--- src/hdl/gocd_pkg.sv ---
// Package for the gyro offset calibration and deglitch block.
// Holds field widths, register reset values, register indexes and the control struct.
// Used by every module of the block.
package gocd_pkg;

    localparam int RATE_W   = 14;
    localparam int OUT_W    = 16;
    localparam int CNT_W    = 10;
    localparam int SUM_W    = 24;
    localparam int OFF_SHIFT = 9;
    localparam int CFG_W    = 14;
    localparam int CFG_AW   = 2;

    localparam int CAL_SAMPLES_DEF   = 512;
    localparam int RESTART_COUNT_DEF = 1000;

    localparam logic [CFG_AW-1:0] CFG_FAILSAFE = 2'd0;
    localparam logic [CFG_AW-1:0] CFG_TILT     = 2'd1;
    localparam logic [CFG_AW-1:0] CFG_GLITCH   = 2'd2;

    localparam logic              FAILSAFE_RST = 1'b0;
    localparam logic [CFG_W-1:0]  TILT_RST     = 14'd8;
    localparam logic [CFG_W-1:0]  GLITCH_RST   = 14'd800;

    typedef struct packed {
        logic fire;
        logic cal;
        logic first;
        logic done;
        logic check;
        logic failsafe;
    } t_cal_ctrl;

endpackage

--- src/hdl/gocd_ctrl.sv ---
// Calibration sequencer: countdown and its remainder modulo ten.
// Drives the per-request control struct shared by the three axis datapaths.
// Depends on gocd_pkg.
module gocd_ctrl #(
    parameter int CAL_SAMPLES   = gocd_pkg::CAL_SAMPLES_DEF,
    parameter int RESTART_COUNT = gocd_pkg::RESTART_COUNT_DEF
) (
    input  logic                 i_clk,
    input  logic                 i_rst_n,
    input  logic                 i_fire,
    input  logic                 i_cmd,
    input  logic                 i_failsafe,
    input  logic                 i_tilt,
    output gocd_pkg::t_cal_ctrl  o_ctrl
);
    import gocd_pkg::*;

    localparam logic [CNT_W-1:0] CAL_CNT     = CNT_W'(CAL_SAMPLES);
    localparam logic [3:0]       CAL_MOD     = 4'(CAL_SAMPLES % 10);
    localparam logic [CNT_W-1:0] RESTART_CNT = CNT_W'(RESTART_COUNT);
    localparam logic [3:0]       RESTART_MOD = 4'(RESTART_COUNT % 10);

    logic [CNT_W-1:0] r_count, n_count, cnt_eff;
    logic [3:0]       r_mod10, n_mod10, mod_eff;

    always_comb begin
        cnt_eff = i_cmd ? CAL_CNT : r_count;
        mod_eff = i_cmd ? CAL_MOD : r_mod10;

        o_ctrl.fire     = i_fire;
        o_ctrl.cal      = (cnt_eff != '0);
        o_ctrl.first    = (cnt_eff == CAL_CNT);
        o_ctrl.done     = (cnt_eff == CNT_W'(1));
        o_ctrl.check    = i_failsafe && (cnt_eff != '0) && (mod_eff == 4'd0);
        o_ctrl.failsafe = i_failsafe;

        n_count = r_count;
        n_mod10 = r_mod10;
        if (i_fire && (cnt_eff != '0)) begin
            if (i_tilt) begin
                n_count = RESTART_CNT;
                n_mod10 = RESTART_MOD;
            end else begin
                n_count = cnt_eff - CNT_W'(1);
                n_mod10 = (mod_eff == 4'd0) ? 4'd9 : mod_eff - 4'd1;
            end
        end
    end

    always_ff @(posedge i_clk) begin
        if (!i_rst_n) begin
            r_count <= '0;
            r_mod10 <= '0;
        end else begin
            r_count <= n_count;
            r_mod10 <= n_mod10;
        end
    end

endmodule

--- src/hdl/gocd_axis.sv ---
// One axis: calibration sum, offset, tilt compare and glitch limiter.
// Holds the sum, offset and last output of its axis.
// Depends on gocd_pkg.
module gocd_axis (
    input  logic                                 i_clk,
    input  logic                                 i_rst_n,
    input  gocd_pkg::t_cal_ctrl                  i_ctrl,
    input  logic signed [gocd_pkg::RATE_W-1:0]   i_rate,
    input  logic        [gocd_pkg::CFG_W-1:0]    i_tilt_thr,
    input  logic        [gocd_pkg::CFG_W-1:0]    i_glitch,
    output logic signed [gocd_pkg::OUT_W-1:0]    o_out,
    output logic                                 o_tilt
);
    import gocd_pkg::*;

    localparam int LW = OUT_W + 2;

    logic signed [SUM_W-1:0]  r_sum, n_sum, sum_base, rnd;
    logic signed [RATE_W-1:0] r_off, n_off, off_cal;
    logic signed [OUT_W-1:0]  r_last, n_last, last_a, smp16, res;
    logic signed [OUT_W:0]    diff, diff_abs;
    logic signed [LW-1:0]     prev, gl, lo, hi, v, c;

    always_comb begin
        smp16    = {{(OUT_W-RATE_W){i_rate[RATE_W-1]}}, i_rate};
        sum_base = i_ctrl.first ? '0 : r_sum;
        n_sum    = sum_base + {{(SUM_W-RATE_W){i_rate[RATE_W-1]}}, i_rate};
        rnd      = n_sum + SUM_W'(256);
        off_cal  = i_ctrl.done ? rnd[OFF_SHIFT+RATE_W-1:OFF_SHIFT] : '0;

        last_a   = (i_ctrl.failsafe && i_ctrl.first) ? smp16 : r_last;
        diff     = {smp16[OUT_W-1], smp16} - {last_a[OUT_W-1], last_a};
        diff_abs = diff[OUT_W] ? -diff : diff;
        o_tilt   = i_ctrl.check && (diff_abs > $signed({3'b000, i_tilt_thr}));

        prev = {{2{r_last[OUT_W-1]}}, r_last};
        gl   = {{(LW-CFG_W){1'b0}}, i_glitch};
        lo   = prev - gl;
        hi   = prev + gl;
        if (i_ctrl.cal)
            v = -{{(LW-RATE_W){off_cal[RATE_W-1]}}, off_cal};
        else
            v = {{(LW-RATE_W){i_rate[RATE_W-1]}}, i_rate}
                - {{(LW-RATE_W){r_off[RATE_W-1]}}, r_off};
        if (v < lo)
            c = lo;
        else if (v > hi)
            c = hi;
        else
            c = v;
        if (c < -LW'(32768))
            res = 16'sh8000;
        else if (c > LW'(32767))
            res = 16'sh7fff;
        else
            res = c[OUT_W-1:0];

        n_off  = r_off;
        n_last = r_last;
        o_out  = res;
        if (i_ctrl.cal) begin
            n_off = off_cal;
            if (i_ctrl.failsafe) begin
                o_out  = '0;
                n_last = i_ctrl.check ? smp16 : last_a;
            end else begin
                n_last = res;
            end
        end else begin
            n_last = res;
        end
    end

    always_ff @(posedge i_clk) begin
        if (i_ctrl.fire && i_ctrl.cal)
            r_sum <= n_sum;
    end

    always_ff @(posedge i_clk) begin
        if (!i_rst_n) begin
            r_off  <= '0;
            r_last <= '0;
        end else if (i_ctrl.fire) begin
            r_off  <= n_off;
            r_last <= n_last;
        end
    end

endmodule

--- src/hdl/gyro_offset_calibrate_deglitch.sv ---
// Gyro offset calibration with tilt failsafe and glitch limiter, top level.
// Input register, sequencer, three axis datapaths and output register.
// Depends on gocd_pkg, gocd_ctrl and gocd_axis.
//
// Usage: one three-axis sample per request on the s_axis channel (tuser = start
// calibration command), one corrected sample per request on m_axis with flags
// calibrating, calib_done and tilt_seen in tuser. A start command runs a
// CAL_SAMPLES-long calibration; with failsafe on, movement beyond the tilt
// threshold restarts the countdown at RESTART_COUNT.
// A request accepted into the input register passes to the output register when
// the output register is free or being read; throughput is one request per cycle
// while the receiver keeps up, as offsets and last outputs update on each request.
// The input register can still take one request while a finished result waits in the
// output register; when the receiver stalls, both registers fill and s_axis_tready
// drops until m_axis_tready returns. Reset clears the countdown, offsets, last
// outputs and valid flags, and loads the register defaults (failsafe off, tilt
// threshold 8, glitch limit 800). Write configuration only while idle.
module gyro_offset_calibrate_deglitch #(
    parameter int CAL_SAMPLES   = gocd_pkg::CAL_SAMPLES_DEF,
    parameter int RESTART_COUNT = gocd_pkg::RESTART_COUNT_DEF
) (
    input  logic                         i_clk,
    input  logic                         i_rst_n,
    input  logic                         i_cfg_we,
    input  logic [gocd_pkg::CFG_AW-1:0]  i_cfg_addr,
    input  logic [gocd_pkg::CFG_W-1:0]   i_cfg_wdata,
    input  logic                         s_axis_tvalid,
    output logic                         s_axis_tready,
    input  logic [47:0]                  s_axis_tdata,  // rate_x, rate_y, rate_z, 6'b0
    input  logic                         s_axis_tuser,  // cmd
    output logic                         m_axis_tvalid,
    input  logic                         m_axis_tready,
    output logic [47:0]                  m_axis_tdata,  // out_x, out_y, out_z
    output logic [2:0]                   m_axis_tuser   // calibrating, calib_done, tilt_seen
);
    import gocd_pkg::*;

    logic              r_failsafe;
    logic [CFG_W-1:0]  r_tilt_thr, r_glitch;

    logic                     r_in_valid, r_in_cmd;
    logic signed [RATE_W-1:0] r_in_rate [3];

    logic                     r_out_valid, r_out_cal, r_out_done, r_out_tilt;
    logic signed [OUT_W-1:0]  r_out [3];

    logic                     advance, fire, tilt_any;
    logic [2:0]               axis_tilt;
    logic signed [OUT_W-1:0]  axis_out [3];
    t_cal_ctrl                ctrl;

    assign advance       = !r_out_valid || m_axis_tready;
    assign fire          = r_in_valid && advance;
    assign s_axis_tready = !r_in_valid || advance;
    assign tilt_any      = |axis_tilt;

    always_ff @(posedge i_clk) begin
        if (!i_rst_n) begin
            r_failsafe <= FAILSAFE_RST;
            r_tilt_thr <= TILT_RST;
            r_glitch   <= GLITCH_RST;
        end else if (i_cfg_we) begin
            case (i_cfg_addr)
                CFG_FAILSAFE: r_failsafe <= i_cfg_wdata[0];
                CFG_TILT:     r_tilt_thr <= i_cfg_wdata;
                CFG_GLITCH:   r_glitch   <= i_cfg_wdata;
                default: begin
                end
            endcase
        end
    end

    always_ff @(posedge i_clk) begin
        if (!i_rst_n)
            r_in_valid <= 1'b0;
        else if (s_axis_tready)
            r_in_valid <= s_axis_tvalid;
    end

    always_ff @(posedge i_clk) begin
        if (s_axis_tvalid && s_axis_tready) begin
            r_in_cmd     <= s_axis_tuser;
            r_in_rate[0] <= s_axis_tdata[RATE_W-1:0];
            r_in_rate[1] <= s_axis_tdata[2*RATE_W-1:RATE_W];
            r_in_rate[2] <= s_axis_tdata[3*RATE_W-1:2*RATE_W];
        end
    end

    gocd_ctrl #(
        .CAL_SAMPLES   (CAL_SAMPLES),
        .RESTART_COUNT (RESTART_COUNT)
    ) u_ctrl (
        .i_clk      (i_clk),
        .i_rst_n    (i_rst_n),
        .i_fire     (fire),
        .i_cmd      (r_in_cmd),
        .i_failsafe (r_failsafe),
        .i_tilt     (tilt_any),
        .o_ctrl     (ctrl)
    );

    for (genvar a = 0; a < 3; a++) begin : g_axis
        gocd_axis u_axis (
            .i_clk      (i_clk),
            .i_rst_n    (i_rst_n),
            .i_ctrl     (ctrl),
            .i_rate     (r_in_rate[a]),
            .i_tilt_thr (r_tilt_thr),
            .i_glitch   (r_glitch),
            .o_out      (axis_out[a]),
            .o_tilt     (axis_tilt[a])
        );
    end

    always_ff @(posedge i_clk) begin
        if (!i_rst_n)
            r_out_valid <= 1'b0;
        else if (advance)
            r_out_valid <= r_in_valid;
    end

    always_ff @(posedge i_clk) begin
        if (fire) begin
            r_out[0]   <= axis_out[0];
            r_out[1]   <= axis_out[1];
            r_out[2]   <= axis_out[2];
            r_out_cal  <= ctrl.cal;
            r_out_done <= ctrl.done;
            r_out_tilt <= tilt_any;
        end
    end

    assign m_axis_tvalid = r_out_valid;
    assign m_axis_tdata  = {r_out[2], r_out[1], r_out[0]};
    assign m_axis_tuser  = {r_out_tilt, r_out_done, r_out_cal};

endmodule
--- config.mk ---
export PLATFORM = sky130hd
export DESIGN_NAME = gyro_offset_calibrate_deglitch
export DESIGN_NICKNAME = d
export VERILOG_FILES = /design/src/hdl/gocd_pkg.sv /design/src/hdl/gocd_ctrl.sv /design/src/hdl/gocd_axis.sv /design/src/hdl/gyro_offset_calibrate_deglitch.sv
export SDC_FILE = /design/constraint.sdc
export NUM_CORES = 1
export LEC_CHECK = 0
export BUFFER_PORTS_ARGS = -buffer_cell sky130_fd_sc_hd__buf_2
export CORE_MARGIN = 2
export CORE_UTILIZATION = 58
export DETAILED_ROUTE_END_ITERATION = 10
export GPL_TIMING_DRIVEN = 0
export HOLD_SLACK_MARGIN = 0.03
export PLACE_DENSITY_LB_ADDON = 0.12
export SETUP_SLACK_MARGIN = 0.05
export SLEW_MARGIN = 20
export SYNTH_ARGS = -nofsm -noshare
export SYNTH_HDL_FRONTEND = slang
export SYNTH_SLANG_ARGS = --single-unit
export TNS_END_PERCENT = 5
--- constraint.sdc ---
create_clock -name i_clk -period 9.6 [get_ports i_clk]
set_input_delay 0.96 -clock i_clk [delete_from_list [all_inputs] [get_ports i_clk]]
set_output_delay 0.96 -clock i_clk [all_outputs]
set_load 0.05 [all_outputs]
After elaboration in Yosys (flattened, before gate mapping)
Memory sizes are Yosys's and may differ from the RTL's.
Index checks and enable logic that the tools add are counted.
{"block": "totals", "n_memories": 2, "ramBits": 90, "mem_bits_ro": 0, "input_bits": 70, "latchBits": 0, "output_inout_bits": 53, "wordCells": 139, "ff_bits": 211}
{"block": "op_classes", "mul": 0, "reduce_logical": 21, "mux": 51, "div_mod_pow": 0, "order_cmp": 15, "shifts": 0, "n_eq_ne": 4, "n_addsub": 26, "bitwise_logic": 0}
{"name": "r_out", "words": 3, "word_bits": 16, "rd": 3, "rd_clocked_by_memory_dff": 0, "wr": 3, "line_no": "gyro_offset_calibrate_deglitch.sv:45", "text": "logic signed [OUT_W-1:0] r_out [3];"}
{"name": "r_in_rate", "words": 3, "word_bits": 14, "rd": 3, "rd_clocked_by_memory_dff": 0, "wr": 3, "line_no": "gyro_offset_calibrate_deglitch.sv:42", "text": "logic signed [RATE_W-1:0] r_in_rate [3];"}
{"op": "16-bit two-way mux", "count": 24}
{"op": "18-bit two-way mux", "count": 9}
{"op": "24-bit adder", "count": 3}
{"op": "24-bit two-way mux", "count": 3}
{"op": "23-bit by 10-bit adder with 23-bit output, second input constant", "count": 3}
{"op": "18-bit by 16-bit greater-than comparator with 1-bit output, second input constant", "count": 3}
{"op": "18-bit greater-than comparator", "count": 3}
{"op": "18-bit by 16-bit less-than comparator with 1-bit output, second input constant", "count": 3}
{"op": "18-bit less-than comparator", "count": 3}
{"op": "18-bit negation", "count": 3}
{"op": "16-bit by 15-bit adder with 17-bit output", "count": 3}
{"op": "17-bit by 15-bit greater-than comparator with 1-bit output", "count": 3}
{"op": "17-bit two-way mux", "count": 3}
{"op": "17-bit negation", "count": 3}
{"op": "14-bit by 16-bit subtractor with 17-bit output", "count": 3}
{"op": "16-bit by 15-bit subtractor with 17-bit output", "count": 3}
{"op": "14-bit by 14-bit subtractor with 15-bit output", "count": 3}
{"op": "14-bit two-way mux", "count": 3}
{"op": "10-bit two-way mux", "count": 2}
{"op": "4-bit two-way mux", "count": 3}
{"op": "10-bit by 1-bit == test with 1-bit output, second input constant", "count": 1}
{"op": "10-bit == test, second input constant", "count": 1}
{"op": "10-bit nonzero test", "count": 1}
{"op": "10-bit by 1-bit subtractor with 10-bit output, second input constant", "count": 1}
{"op": "11 further kinds", "count": 27}

Longest topological paths before layout
Gate-level depths: netlist of the first run.
{"block": "depth", "depth_word": 16, "depth_mapped": 53, "ltp_nobuf": 45}

Cells and area by module
From an unflattened synthesis of the first run, not the netlist that was laid out.
{"block": "hier_totals", "cells_unflattened": 4044, "area_unflattened_um2": 32855.3}
{"mod": "gocd_axis (g_axis[2].u_axis)", "seq_area_each_um2": 1291.2, "cells_each": 1252, "n_inst": 1, "area_each_um2": 9360.2}
{"mod": "gocd_axis (g_axis[0].u_axis)", "seq_area_each_um2": 1291.2, "cells_each": 1236, "n_inst": 1, "area_each_um2": 9276.4}
{"mod": "gocd_axis (g_axis[1].u_axis)", "seq_area_each_um2": 1291.2, "cells_each": 1204, "n_inst": 1, "area_each_um2": 9068.7}
{"mod": "gyro_offset_calibrate_deglitch", "seq_area_each_um2": 3443.3, "cells_each": 223, "n_inst": 1, "area_each_um2": 4086.4}
{"mod": "gocd_ctrl", "seq_area_each_um2": 280.3, "cells_each": 129, "n_inst": 1, "area_each_um2": 1063.5}

Least setup slack after synthesis of the first run
No wires, ideal clock.
{"block": "synth_path", "path_kind": "register to register", "start": "reg r_in_cmd", "end": "reg u_ctrl.r_count[1]", "n_path_buf": 8, "setup_time_ps": 76, "arrival_time_ps": 9716, "stages_incl_launch_ff": 53, "t_required_ps": 9524, "slack_ps": -191, "period_less_slack_ps": 9791, "path_cell_list": "edfxtp_1 > clkbuf_1 > clkbuf_1 > clkbuf_1 > nand2b_1 > ha_1 > o21ai_1 > nor2_1 > nand2_1 > clkbuf_1 > clkbuf_1 > buf_1 > nand2_1 > o21ai_0 > ha_1 > inv_1 > fa_1 > a21o_1 > [... 17 more ...] > o21a_1 > o21a_1 > o21a_1 > o21a_1 > o21a_1 > o21a_1 > o21a_1 > o21a_1 > o21a_1 > o2111ai_1 > nand2_1 > nor4_1 > mux2_2 > o211ai_1 > nor2b_1 > clkbuf_1 > or3_1 > a21boi_0"}
{"block": "synth_via", "elab_chain_cells": 11, "word_cells_on_any_way": 30, "cone_classes": "7 x add/sub; 3 x order compare; 1 x eq/ne; 9 x mux; 10 x reduce/logical"}
{"element": "from (decl)", "line_no": "gyro_offset_calibrate_deglitch.sv:41", "text": "logic r_in_valid, r_in_cmd;"}
{"element": "from (signal assigned)", "line_no": "gyro_offset_calibrate_deglitch.sv:82", "text": "r_in_cmd <= s_axis_tuser;"}
{"element": "10-bit two-way mux", "line_no": "gocd_ctrl.sv:27", "text": "cnt_eff = i_cmd ? CAL_CNT : r_count;"}
{"element": "10-bit == test", "line_no": "gocd_ctrl.sv:32", "text": "o_ctrl.first = (cnt_eff == CAL_CNT);"}
{"element": "1-bit logical AND", "line_no": "gocd_axis.sv:31", "text": "last_a = (i_ctrl.failsafe && i_ctrl.first) ? smp16 : r_last;"}
{"element": "16-bit two-way mux", "line_no": "gocd_axis.sv:31"}
{"element": "14-bit by 16-bit subtractor with 17-bit output", "line_no": "gocd_axis.sv:32", "text": "diff = {smp16[OUT_W-1], smp16} - {last_a[OUT_W-1], last_a};"}
{"element": "17-bit negation", "line_no": "gocd_axis.sv:33", "text": "diff_abs = diff[OUT_W] ? -diff : diff;"}
{"element": "17-bit two-way mux", "line_no": "gocd_axis.sv:33"}
{"element": "17-bit by 15-bit greater-than comparator with 1-bit output", "line_no": "gocd_axis.sv:34", "text": "o_tilt = i_ctrl.check && (diff_abs > $signed({3'b000, i_tilt_thr}));"}
{"element": "1-bit logical AND", "line_no": "gocd_axis.sv:34"}
{"element": "3-bit OR reduction *", "line_no": "gyro_offset_calibrate_deglitch.sv:55", "text": "assign tilt_any = |axis_tilt;"}
{"element": "named net tilt_any", "line_no": "gyro_offset_calibrate_deglitch.sv:47", "text": "logic advance, fire, tilt_any;"}
{"element": "10-bit two-way mux *", "line_no": "gocd_ctrl.sv:40", "text": "if (i_tilt) begin"}
{"element": "to (signal assigned)", "line_no": "gocd_ctrl.sv:55", "text": "r_count <= n_count;"}
{"element": "to (decl)", "line_no": "gocd_ctrl.sv:23", "text": "logic [CNT_W-1:0] r_count, n_count, cnt_eff;"}
Mark *: on every way through the listed nets, which the timed path passes. The rest lies on a longest branch.
A chain may end at the register's enable or synchronous reset.

Worst setup path after layout of the first run
{"block": "layout_path", "start": "reg r_in_cmd", "end": "reg g_axis[1].u_axis.r_last[7]"}
{"block": "layout_via", "elab_chain_cells": 16, "word_cells_on_any_way": 27, "cone_classes": "3 x add/sub; 4 x order compare; 2 x eq/ne; 13 x mux; 5 x reduce/logical"}
{"element": "10-bit two-way mux *", "line_no": "gocd_ctrl.sv:27"}
{"element": "10-bit == test *", "line_no": "gocd_ctrl.sv:32"}
{"element": "24-bit two-way mux *", "line_no": "gocd_axis.sv:26", "text": "sum_base = i_ctrl.first ? '0 : r_sum;"}
{"element": "24-bit adder *", "line_no": "gocd_axis.sv:27", "text": "n_sum = sum_base + {{(SUM_W-RATE_W){i_rate[RATE_W-1]}}, i_rate};"}
{"element": "named net g_axis[1].u_axis.n_sum[9]", "line_no": "gocd_axis.sv:18", "text": "logic signed [SUM_W-1:0] r_sum, n_sum, sum_base, rnd;"}
{"element": "23-bit by 10-bit adder with 23-bit output *", "line_no": "gocd_axis.sv:28", "text": "rnd = n_sum + SUM_W'(256);"}
{"element": "14-bit two-way mux *", "line_no": "gocd_axis.sv:29", "text": "off_cal = i_ctrl.done ? rnd[OFF_SHIFT+RATE_W-1:OFF_SHIFT] : '0;"}
{"element": "18-bit negation *", "line_no": "gocd_axis.sv:41", "text": "v = -{{(LW-RATE_W){off_cal[RATE_W-1]}}, off_cal};"}
{"element": "18-bit two-way mux *", "line_no": "gocd_axis.sv:40", "text": "if (i_ctrl.cal)"}
{"element": "18-bit greater-than comparator", "line_no": "gocd_axis.sv:47", "text": "else if (v > hi)"}
{"element": "18-bit two-way mux", "line_no": "gocd_axis.sv:47"}
{"element": "18-bit two-way mux *", "line_no": "gocd_axis.sv:45", "text": "if (v < lo)"}
{"element": "18-bit by 16-bit greater-than comparator with 1-bit output", "line_no": "gocd_axis.sv:53", "text": "else if (c > LW'(32767))"}
{"element": "16-bit two-way mux", "line_no": "gocd_axis.sv:53"}
{"element": "16-bit two-way mux *", "line_no": "gocd_axis.sv:51", "text": "if (c < -LW'(32768))"}
{"element": "16-bit two-way mux", "line_no": "gocd_axis.sv:63", "text": "if (i_ctrl.failsafe) begin"}
{"element": "16-bit two-way mux *", "line_no": "gocd_axis.sv:61", "text": "if (i_ctrl.cal) begin"}
{"element": "to (signal assigned)", "line_no": "gocd_axis.sv:85", "text": "r_last <= n_last;"}
{"element": "to (decl)", "line_no": "gocd_axis.sv:20", "text": "logic signed [OUT_W-1:0] r_last, n_last, last_a, smp16, res;"}
Marked as above.

==> out/qor.yml, run 1 <==
dieArea_mm2: 0.0576
top_layer: "met4"
die_h_um: 240
grt_pass1_vias: 28000
worstMarginPinSlew_ps: 1180
rsz0062_at_grt: "true"
min_period_ps: 9220
synth_edf_count: 163
cp.required_ps: 10110
viasPerCell: 6.19
hold_violations: 0
max_freq_mhz: 108
path_clk_slew_ps: 60
antenna_found_initial: 1
synthFlopType: "edfxtp_1"
grt_max_degree: 42
yosysMostFrequentCell: "ha_1"
skew_ps: 23.0
ys.warnings.count: 0
place.detailed.hpwl_um: 84400
cts_made_buffers: 38
timing_worst_setup_path_type: "flip-flop to flip-flop"
synth_top_area_frac: 0.152
drt_pre_antenna_iters: 6
drt_iter0_markers: 2678
cts_hold_buf: 0
crit_path_end_kind: "flip-flop"
drive_gt1_frac: 0.102
postRouteAntennaNets: 0
ys_seq_elements: 298
yosys.area.top_type: "edfxtp_1"
ys_seq_area_frac: 0.235
syn2layout_area_growth_pct: 11.3
core_mm2: 0.0551
fin_util: 0.653
pin_count: 123
cp_top_family: "compound AO/OA/AOI/OAI gates"
clock_latency_ps: 580
path_max_fanout: 10
grt_pass1_wl_um: 161000
crit_slowest_cell: "a311o_2"
maxSlewViolCount: 0
hold_start: "g_axis[2].u_axis.r_off[13]$_SDFFE_PN0P_"
synth.avg_cell_area_um2: 8.09
r2r-start: "r_in_cmd$_DFFE_PP_"
fp.dieW_um: 240
gp_congestion: 1.03
hp-class: "flip-flop to flip-flop"
pre_cts_ws_ps: -2760
period_share: 0.961
hold-worst-slack_ps: 463
fin_setup_tns_ps: 0
synth_cell_type_count: 111
clock-root-buffer: "clkbuf_16"
grt.total_usage: 0.364
worst_slack_ps: 375
vias: 30700
synthCells: 3993
cap_violations: 0
path_buf_inv: 7
numClockSinks: 298
power.density_mw_per_mm2: 263
placementRows: 86
syn-num-nets: 4460
nNetsFinal: 4654
wl_met3_um: 9290
status: "complete, no violations"
wl_per_cell_um: 21.5
port_buffers: 116
slew-limit-headroom: 0.211
cts_tree: "built"
synthesis.area_mm2: 0.0323
htreeDepth: 2
wl_met2_um: 45100
peakVddDrop_mv: 0.165
crit_start: "r_in_cmd$_DFFE_PP_"
drc: 0
wirelength_um: 107000
arrival_ps: 9740
slowest_delay_ps: 490
cp-start-kind: "flip-flop"
synth_common_cells: "382 x ha_1, 377 x nand2_1, 294 x a21oi_1, 280 x nor2_1, 253 x o21ai_0"
p_leak_nw: 15.0
setup_violations: 0
async_reset_ff_frac: 0
yosys-top-cells-area: "edfxtp_1 15%, ha_1 15%, dfxtp_1 8.4%, xnor2_1 5.7%, a21oi_1 4.6%"
gr-total-overflow: 0
clk_path_buf_depth: 3
wl_met1_um: 46700
initial_core_util: 0.586
worst paths after layout:
kind                                             endpoint  slack [ps]  cells after the start
setup reg to reg  g_axis[1].u_axis.r_last[7]$_SDFFE_PN0P_         380                     41
hold reg to reg   g_axis[2].u_axis.r_off[13]$_SDFFE_PN0P_         460                      2
hold / removal    g_axis[2].u_axis.r_off[13]$_SDFFE_PN0P_         460                      2
setup / recovery  g_axis[1].u_axis.r_last[7]$_SDFFE_PN0P_         380                     41
power breakdown:
group / internal, mW / switching [mW] / total [mW] / leakage (nW)
clock network: 0.841 / 0.629 / 1.47 / 0.611
registers: 1.68 / 0.146 / 1.83 / 2.64
logic: 2.28 / 3.86 / 6.14 / 11.7
total: 4.81 / 4.63 / 9.44 / 15.0
kinds of logic after synthesis:
group | Yosys count | synth area share
and+or+nand+nor | 1318 | 0.204
AOI/OAI and AO/OA | 1161 | 0.240
buffers and inverters | 431 | 0.0526
adders and majority gates | 404 | 0.159
DFF | 298 | 0.235
xor gates and xnor gates | 276 | 0.0759
muxes | 105 | 0.0333
flip-flops by register name, summed over array words and instances, names as in the netlist:
| register | count |
|---|---|
| r_out | 48 |
| r_failsafe | 1 |
| g_axis.u_axis.r_sum | 69 |
| r_in_rate | 42 |
| g_axis.u_axis.r_last | 48 |
| r_glitch | 14 |
| u_ctrl.r_mod10 | 4 |
| r_tilt_thr | 14 |
| r_in_valid | 1 |
| r_out_cal | 1 |
| r_out_done | 1 |
| m_axis_tvalid | 1 |
| r_in_cmd | 1 |
| u_ctrl.r_count | 10 |
| g_axis.u_axis.r_off | 42 |
| r_out_tilt | 1 |
area by class of cell:
| type | instances | area (µm²) |
|---|---|---|
| well taps | 748 | 936 |
| plain buffers | 174 | 856 |
| clock inverters | 14 | 105 |
| clock buffers | 55 | 1150 |
| diodes | 1 | 2.50 |
| fillers | 4938 | 19100 |
| inverters | 254 | 956 |
| repair buffers | 157 | 933 |
| flip-flops and latches | 298 | 7600 |
| multi-input cells | 3264 | 23400 |
tightest hold or removal path, cell delays in order (launching register included):
cell and delay (ps):
dfxtp_1 300, nand2_1 50, a21boi_0 60
timing repair:
action | 4_1_cts | 5_1_grt
resized for setup | 71 | 76
setup endpoints to repair | 109 | 109
pin swaps | 10 | 19
setup buffers | 18 | 18
placed cells by master, fill, tap and decap left out, drive strengths merged, types with 22 or more instances in the layout:
master,n
ha,382
o21bai,41
nor2b,74
o221a,32
nand2,379
nor3,72
and3,40
xor2,61
a21o,73
a31oi,26
o31ai,26
and2,116
o21ai,282
o21a,53
inv,257
dfxtp,135
nor3b,25
or3,37
nand3,89
o211ai,35
or2,22
edfxtp,163
xnor2,213
a21oi,305
a21boi,73
nor2,280
nand4,58
buf,201
a211oi,36
mux2i,86
nand2b,49
clkbuf,185
stage by stage:
step	instances	instance area (µm²)	power (mW)
floorplan	3993	32300	6.11
global placement	4857	33800	7.51
detailed placement	4862	33900	7.57
CTS	4948	35600	9.16
global route	4964	36000	10.0
finish	4965	36000	9.44
metal layers:
metal | vias up | global-route usage
met2 | 1295 | 0.554
met5 | - | 0
met1 | 14300 | 0.499
li1 | 14900 | -
met3 | 274 | 0.0630
met4 | 0 | 0.173
Power figures use the tool's default switching activity.
==> run 2: changes to the inputs <==
- CORE_MARGIN: 2 -> 4
- SKIP_CTS_REPAIR_TIMING: unset -> 1
==> out/qor.yml, run 2 (synthesis gave the netlist of run 1 again) <==
grt_max_degree: 41  # was 42
postRouteAntennaNets: 0  # unchanged
period_share: 0.970  # was 0.961
syn2layout_area_growth_pct: 12.0  # was 11.3%
path_max_fanout: 10  # unchanged
worstMarginPinSlew_ps: 1170  # was 1180 ps
gp_congestion: 0.991  # was 1.03
setup_violations: 0  # unchanged
skew_ps: 29.9  # was 23.0 ps
fin_setup_tns_ps: 0  # unchanged
port_buffers: 116  # unchanged
clock-root-buffer: "clkbuf_16"  # unchanged
fp.dieW_um: 244  # was 240 µm
r2r_end: "g_axis[1].u_axis.r_last[1]$_SDFFE_PN0P_"  # was g_axis[1].u_axis.r_last[7]$_SDFFE_PN0P_
peakVddDrop_mv: 0.137  # was 0.165 mV
pre_cts_ws_ps: -2780  # was -2760 ps
drc: 0  # unchanged
viasPerCell: 6.19  # about the same
slowest_delay_ps: 550  # was 490 ps
antennaDiodeCount: 0  # was 1
power.density_mw_per_mm2: 266  # was 263 mW/mm²
wl_met1_um: 46400  # was 46700 µm
layout_common_cells: "378 x ha_1, 375 x nand2_1, 278 x nor2_1"  # was 379 x ha_1, 376 x nand2_1, 278 x a21oi_1
final_common_cell: "ha_1"  # unchanged
dpl_cell_area_mm2: 0.0340  # was 0.0339 mm²
rsz0062_at_grt: "true"  # unchanged
total_power_mw: 9.61  # was 9.44 mW
htreeDepth: 2  # unchanged
core_mm2: 0.0551  # unchanged
cts_made_buffers: 38  # unchanged
arrival_ps: 9830  # was 9740 ps
place_inst: 4863  # was 4862
gr-total-overflow: 0  # unchanged
fin_cells: 4963  # was 4965
clk_path_buf_depth: 3  # unchanged
timing_worst_setup_path_type: "flip-flop to flip-flop"  # unchanged
hold_violations: 0  # unchanged
cp-start-kind: "flip-flop"  # unchanged
cap_violations: 0  # unchanged
cts_tree: "built"  # unchanged
reg2reg_depth: 45  # was 41
largest_reg_flops: 69  # unchanged
max_freq_mhz: 107  # was 108 MHz
crit_start: "r_in_cmd$_DFFE_PP_"  # unchanged
pin_count: 123  # unchanged
top_layer: "met5"  # was met4
cp.required_ps: 10120  # was 10110 ps
status: "complete, no violations"  # unchanged
fin_util: 0.657  # was 0.653
placementRows: 86  # unchanged
hp-class: "flip-flop to flip-flop"  # unchanged
wirelength_um: 107000  # about the same
path_clk_slew_ps: 60  # about the same
top_regs: "g_axis.u_axis.r_sum (69), g_axis.u_axis.r_last (48), r_out (48)"  # unchanged
crit_path_end_kind: "flip-flop"  # unchanged
min_period_ps: 9320  # was 9220 ps
slew-limit-headroom: 0.217  # was 0.211
worst_path_most_repeated_cell: "a21oi_1"
die_h_um: 244  # was 240 µm
grt.total_usage: 0.342  # was 0.364
hold-worst-slack_ps: 463  # about the same
initial_core_util: 0.586  # unchanged
drive_gt1_frac: 0.107  # was 0.102
vias: 30700  # about the same
wl_met3_um: 9290  # unchanged
r2r-start: "r_in_cmd$_DFFE_PP_"  # unchanged
drt_pre_antenna_iters: 5  # was 6
drt_iter0_markers: 2640  # was 2678
crit_end: "g_axis[1].u_axis.r_last[1]$_SDFFE_PN0P_"  # was g_axis[1].u_axis.r_last[7]$_SDFFE_PN0P_
maxSlewViolCount: 0  # unchanged
place.detailed.hpwl_um: 84800  # was 84400 µm
wl_met2_um: 45700  # was 45100 µm
grt_pass1_vias: 28200  # was 28000
largest-register: "g_axis.u_axis.r_sum"  # unchanged
numClockSinks: 298  # unchanged
nNetsFinal: 4654  # unchanged
grt_pass1_wl_um: 160000  # was 161000 µm
worst_slack_ps: 284  # was 375 ps
postLayoutCellArea_mm2: 0.0362  # was 0.0360 mm²
wl_per_cell_um: 21.5  # about the same
r2r_slack_ps: 280  # was 380 ps
crit_slowest_cell: "edfxtp_1"  # was a311o_2
dieArea_mm2: 0.0595  # was 0.0576 mm²
p_leak_nw: 15.0  # about the same
antenna_found_initial: 2  # was 1
clock_latency_ps: 580  # about the same
run 2: cell count changes in the layout (fill, tap and decap cells not counted), sizes merged:
cell,previous run,this run
bufinv,0,4
diode,1,0
clkbuf,185,177
clkinv,9,12
run 2: final cells by class:
class | instances | area (µm²)
Multi-Input combinational cell | 3264 | 23600
Fill cell | 4832 | 18900
Sequential cell | 298 | 7600
Clock buffer | 47 | 1040
Inverter | 254 | 956
Timing Repair Buffer | 157 | 946
Tap cell | 748 | 936
Buffer | 174 | 862
Clock inverter | 21 | 225
run 2: layer usage:
| metal | GRT usage | up-vias |
|---|---|---|
| li1 | - | 14900 |
| met1 | 0.474 | 14300 |
| met2 | 0.532 | 1293 |
| met3 | 0.0575 | 240 |
| met4 | 0.140 | 2 |
| met5 | 0 | - |
run 2: worst min-delay path by stage:
stage,slack (ps),endpoint,depth (start not counted),start
CTS,460,r_tilt_thr[4]$_SDFFE_PN0P_,2,r_tilt_thr[4]$_SDFFE_PN0P_
global route,480,r_tilt_thr[2]$_SDFFE_PN0P_,2,r_tilt_thr[2]$_SDFFE_PN0P_
finish,460,r_tilt_thr[8]$_SDFFE_PN0P_,2,r_tilt_thr[8]$_SDFFE_PN0P_
floorplan,440,g_axis[0].u_axis.r_off[10]$_SDFFE_PN0P_,2,g_axis[0].u_axis.r_off[10]$_SDFFE_PN0P_
global placement,450,r_tilt_thr[8]$_SDFFE_PN0P_,2,r_tilt_thr[8]$_SDFFE_PN0P_
detailed placement,460,r_tilt_thr[4]$_SDFFE_PN0P_,2,r_tilt_thr[4]$_SDFFE_PN0P_
run 2: where the power goes:
group	internal, mW	switching, mW
sequential	1.68	0.147
combinational	2.35	3.93
clock	0.880	0.623
run 2: worst max-delay path, delay by kind of cell (launching register included):
| family | cells | cell delay [ps] |
|---|---|---|
| flops | 1 | 550 |
| fa+ha+maj | 5 | 1280 |
| simple gates | 12 | 1780 |
| buf+inv | 8 | 1330 |
| xor+xnor | 3 | 620 |
| compound gates | 17 | 3670 |
